File: src/rmq_pkg.sv
// Shared types and constants for the rotation matrix to quaternion converter.
package rmq_pkg;

    localparam int Q_W = 16;
    localparam int N_W = 17;

    // Which output slot receives the root-derived main component.
    localparam logic [1:0] SEL_X = 2'd0;
    localparam logic [1:0] SEL_Y = 2'd1;
    localparam logic [1:0] SEL_Z = 2'd2;
    localparam logic [1:0] SEL_W = 2'd3;

    typedef struct packed {
        logic signed [Q_W-1:0] r00;
        logic signed [Q_W-1:0] r01;
        logic signed [Q_W-1:0] r02;
        logic signed [Q_W-1:0] r10;
        logic signed [Q_W-1:0] r11;
        logic signed [Q_W-1:0] r12;
        logic signed [Q_W-1:0] r20;
        logic signed [Q_W-1:0] r21;
        logic signed [Q_W-1:0] r22;
    } matrix_t;

    typedef struct packed {
        logic signed [Q_W-1:0] qx;
        logic signed [Q_W-1:0] qy;
        logic signed [Q_W-1:0] qz;
        logic signed [Q_W-1:0] qw;
    } quat_t;

endpackage

File: src/rmq_sqrt.sv
// Pipelined integer square root, one root bit per register stage.
module rmq_sqrt
    import rmq_pkg::*;
#(
    parameter int RTW = 16,
    parameter int PW  = 53
)
(
    input  logic                 clk,
    input  logic                 rst_n,
    input  logic                 vld_in,
    input  logic [2*RTW-1:0]     rad_in,
    input  logic [PW-1:0]        pay_in,
    output logic                 vld_out,
    output logic [RTW-1:0]       root,
    output logic [PW-1:0]        pay_out
);

    localparam int RW = 2 * RTW;

    logic [RTW+1:0] rem_reg [RTW];
    logic [RTW-1:0] res_reg [RTW];
    logic [RW-1:0]  rad_reg [RTW];
    logic [PW-1:0]  pay_reg [RTW];
    logic           vld_reg [RTW];

    for (genvar s = 0; s < RTW; s++) begin : g_stage
        logic [RTW+1:0] rem_prev;
        logic [RTW-1:0] res_prev;
        logic [RW-1:0]  rad_prev;
        logic [PW-1:0]  pay_prev;
        logic           vld_prev;
        logic [RTW+1:0] rem_sh;
        logic [RTW+1:0] trial;
        logic [RTW+1:0] rem_next;
        logic [RTW-1:0] res_next;

        if (s == 0) begin : g_first
            assign rem_prev = '0;
            assign res_prev = '0;
            assign rad_prev = rad_in;
            assign pay_prev = pay_in;
            assign vld_prev = vld_in;
        end
        else begin : g_next
            assign rem_prev = rem_reg[s-1];
            assign res_prev = res_reg[s-1];
            assign rad_prev = rad_reg[s-1];
            assign pay_prev = pay_reg[s-1];
            assign vld_prev = vld_reg[s-1];
        end

        // Bring down the next radicand bit pair and try appending a one.
        assign rem_sh = {rem_prev[RTW-1:0], rad_prev[RW-1-2*s -: 2]};
        assign trial  = {res_prev, 2'b01};

        always_comb
        begin
            if (rem_sh >= trial)
            begin
                rem_next = rem_sh - trial;
                res_next = {res_prev[RTW-2:0], 1'b1};
            end
            else
            begin
                rem_next = rem_sh;
                res_next = {res_prev[RTW-2:0], 1'b0};
            end
        end

        always_ff @(posedge clk or negedge rst_n)
        begin
            if (!rst_n)
                vld_reg[s] <= 1'b0;
            else
                vld_reg[s] <= vld_prev;
        end

        always_ff @(posedge clk)
        begin
            rem_reg[s] <= rem_next;
            res_reg[s] <= res_next;
            rad_reg[s] <= rad_prev;
            pay_reg[s] <= pay_prev;
        end
    end

    assign vld_out = vld_reg[RTW-1];
    assign root    = res_reg[RTW-1];
    assign pay_out = pay_reg[RTW-1];

endmodule

File: config.mk
export PLATFORM = sky130hd
export DESIGN_NAME = rmq_sqrt
export DESIGN_NICKNAME = d
export VERILOG_FILES = /design/src/rmq_pkg.sv /design/src/rmq_sqrt.sv
export SDC_FILE = /design/constraint.sdc
export NUM_CORES = 1
export LEC_CHECK = 0
export BUFFER_PORTS_ARGS = -buffer_cell sky130_fd_sc_hd__buf_4
export CAP_MARGIN = 20
export CORE_MARGIN = 1.5
export CORE_UTILIZATION = 30
export DETAILED_ROUTE_END_ITERATION = 12
export PLACE_DENSITY = 0.49
export RECOVER_POWER = 50
export SLEW_MARGIN = 20
export SYNTH_ARGS = -nofsm -noshare
export SYNTH_HDL_FRONTEND = slang
export SYNTH_SLANG_ARGS = --single-unit
File: constraint.sdc
create_clock -name clk -period 2.75 [get_ports clk]
set_clock_uncertainty 0.05 [all_clocks]
set_input_delay 0.825 -clock clk [delete_from_list [all_inputs] [get_ports clk]]
set_output_delay 0.825 -clock clk [all_outputs]
set_load 0.01 [all_outputs]
==> run summary <==
The run finished with clean final reports. The number of synthesized register bits came out at 1464. The worst hold-check slack came out at ~0.11 ns. The pin count of the biggest net entering global routing came out at 23. Leaving out fill and tap cells, the most frequent cells in the layout are 1448 x sky130_fd_sc_hd__dfxtp_1, 190 x sky130_fd_sc_hd__inv_1, 152 x sky130_fd_sc_hd__ha_1. In this run the static leakage power is 0.02162 uW. The setup TNS came out at 0 ns. The placed cell count is ~4900.

Global routing finished with a remaining overflow of 0. The via count of the first global-routing pass came out at ~21000. The worst hold path belongs to the class primary input to register. The internal reg-to-reg setup slack is roughly 0.16 ns. Global routing used under 10% of the available tracks.

The required time of the critical path is 3.32 ns. The highest fanout seen on the critical path is 14. The share of the clock period used by the worst path after layout is between 90% and 100%. By area the synthesized netlist is led by sky130_fd_sc_hd__dfxtp_1 73%, sky130_fd_sc_hd__ha_1 4.8%, sky130_fd_sc_hd__xnor2_1 2.1%. The count of final setup violators came out at 0. The number of synthesized flops with an enable pin came out at 0.

The cell sitting at the root of the clock tree is a sky130_fd_sc_hd__clkbuf_16. After detailed routing, the number of vias per cell comes to between 3 and 4. The H-tree depth came out at 4.

The DRC violation count after routing is 0. The number of DRC violations after detailed-routing iteration 0 is approximately 870. After synthesis, flip-flops and latches occupy between 70% and 80% of the total area. Clock tree synthesis inserted a total of 150 buffers. Across the run, the number of max-cap violations was 0.

The die span in y is between 300 and 400 um. The post-route minimum period came out at 2.589 ns. The die area came out at between 0.1 and 0.15 mm2. The core outline area is around 0.13 mm2. The number of distinct library cell variants in the gate-level netlist after synthesis is 99. The highest clock frequency the design can meet came out at between 300 and 400 MHz. No sink is reached through more buffers than the 3 on the longest clock path.

Compared with the post-synthesis result, the final layout area differs by 23.68%. The width of the die is approximately 370 um. The routed layout has just over 20000 vias. The total power divided by cell area came out at between 1000 and 1500 mW/mm2. The register with the most flip-flops in the layout has ~850 of them. The count of antenna-violating nets left after detailed routing came out at 0. The site row count is around 130. The final layout contains about 3600 nets.

The number of nets in the synthesized netlist is roughly 3200. The critical path in this run is classified as register to register. The fraction of registers with async set/reset is 1.093%. The post-detailed-placement half-perimeter wirelength is a little over 40000 um. The initial core utilization is between 30% and 40%. The filler cell count in the final layout is 12550. The final hold violation count is 0. The worst setup path is launched from a register. The number of top-level pins is between 150 and 200. The number of instances in the synthesized netlist is 2964. The slew of the pin with the lowest slew margin came out at around 0.75 ns. The detailed-route wire length came out at roughly 60000 um.

The post-CTS clock slew at the launch and capture registers of the worst setup and hold paths is approximately 0.060 ns. The final instance count without filler cells came out at around 5200. Summed over all instances, the cell type with the most area after synthesis is sky130_fd_sc_hd__dfxtp_1. TritonCTS built the clock tree. The initial antenna violation count came to 4. Data on the critical path arrives at its endpoint at approximately 3.2 ns. The library cell used most frequently in the layout, excluding fill and tap cells, is sky130_fd_sc_hd__dfxtp_1. The mean instance size in the synthesized netlist is roughly 13 um2.

The utilization after layout is a little under two fifths. The clock network latency to the later pin of the worst-skew pair came out at 0.79 ns. The area share of the largest cell type after synthesis came out at 73.16%.

The number of sinks on the clock net is ~1500. The number of detailed-routing iterations run before antenna repair came out at 5. The total power of the final layout came out at 52910 uW. Among all flip-flop cells after synthesis, the most frequent one is sky130_fd_sc_hd__dfxtp_1. IR analysis of the VDD net gives a maximum drop of roughly 0.63 mV. During placement, the flow inserted port buffers numbering 157. The proportion of layout cells with a drive suffix above 1 is around 17%. The Yosys warning count is 0.

Setup repair after global routing left no endpoint under its margin. The number of antenna diodes in the final layout is 0. The worst pin sits at a relative slew slack of around half. The congestion estimate from routability-driven global placement came to roughly 0.83. The global-route wire length before repair is approximately 100000 um. The max-slew violation count came out at 0.

In the final routed layout, each cell accounts on average for approximately 11 um. The worst setup path is captured at a register. The area of the mapped netlist came out at approximately 0.04 mm2.
## where the power goes
group	leakage [uW]	switching (uW)	total (uW)	internal [uW]
clock network	0.00264	8370	21200	12900
registers	0.0124	1160	24700	23600
logic	0.00661	3430	6970	3540
## area by class of cell
type | instances | area (um2) | area share [%]
inverter | 194 | 733.2 | 1.496
clock inverter | 60 | 1094 | 2.232
multi-input combinational | 1278 | 9371 | 19.12
sequential | 1464 | 29390 | 59.97
timing repair buffer | 240 | 1862 | 3.799
clock buffer | 213 | 4360 | 8.898
tap | 1755 | 2196 | 4.481
## final timing paths
kind                                       endpoint            start  depth (start not counted)
worst max-delay path                rem_reg[1][123]   res_reg[1][93]                          8
worst min-delay path                 pay_reg[0][41]       pay_in[41]                          1
worst max register to register      rem_reg[1][123]   res_reg[1][93]                          8
worst min register to register      rad_reg[0][164]  rad_reg[0][132]                          0
max in group asynchronous       g_stage[4].vld_prev            rst_n                          2
min in group asynchronous                   vld_out            rst_n                          2
## layer usage
layer	track usage [%]	wire [um]	part of all wire, %
met5	0	13	0.022
met4	5.179	2594	4.3
met3	3.205	3352	5.6
met2	15.00	27860	47
met1	10.23	25990	43
## synthesized netlist by cell type, types with 19 or more instances
master	number
sky130_fd_sc_hd__nand3_1	43
sky130_fd_sc_hd__or3_1	26
sky130_fd_sc_hd__nor3_1	45
sky130_fd_sc_hd__xor2_1	52
sky130_fd_sc_hd__o31ai_1	22
sky130_fd_sc_hd__inv_1	190
sky130_fd_sc_hd__o21ai_0	71
sky130_fd_sc_hd__xnor2_1	93
sky130_fd_sc_hd__a21o_1	19
sky130_fd_sc_hd__ha_1	152
sky130_fd_sc_hd__mux2_2	52
sky130_fd_sc_hd__dfxtp_1	1448
sky130_fd_sc_hd__nor2_1	141
sky130_fd_sc_hd__nor4_1	32
sky130_fd_sc_hd__nand2_1	97
sky130_fd_sc_hd__o21a_1	44
sky130_fd_sc_hd__a21oi_1	102
sky130_fd_sc_hd__nand4_1	25
sky130_fd_sc_hd__nand2b_1	20
## stage by stage
stage	worst slack (ns)	cell area (um2)
3_3_place_gp	0.1358	43330
2_1_floorplan	0.2887	39620
5_1_grt	0.003034	49000
4_1_cts	0.05044	48960
3_5_place_dp	0.08160	43330
6_report	0.1608	49000
## kinds of logic after synthesis
logic type / after synthesis / share of synthesized area, %
DFF: 1464 / 74.17
and+or+nand+nor: 529 / 6.976
AOI/OAI and AO/OA: 381 / 6.547
buffers and inverters: 222 / 2.267
adders and majority gates: 152 / 4.800
xor gates and xnor gates: 145 / 3.205
muxes: 70 / 2.021
other: 1 / 0.009465
## timing repair
| item | 4_1_cts | 5_1_grt |
|---|---|---|
| setup endpoints to repair | 0 | 40 |
| hold endpoints to repair | 33 | 0 |
| setup buffers | 0 | 2 |
| hold buffers | 18 | 0 |
| gates resized for setup | 0 | 8 |
## critical path: stages, from the launching register on
cell and delay (ns):
sky130_fd_sc_hd__dfxtp_1 0.32, sky130_fd_sc_hd__inv_1 0.04, sky130_fd_sc_hd__ha_1 0.32, sky130_fd_sc_hd__a2111oi_4 0.44, sky130_fd_sc_hd__o31ai_4 0.16, sky130_fd_sc_hd__or3_1 0.38
sky130_fd_sc_hd__o21ai_2 0.21, sky130_fd_sc_hd__clkinv_4 0.21, sky130_fd_sc_hd__mux2_4 0.33
Note: power is estimated with default switching activity, not from simulation.
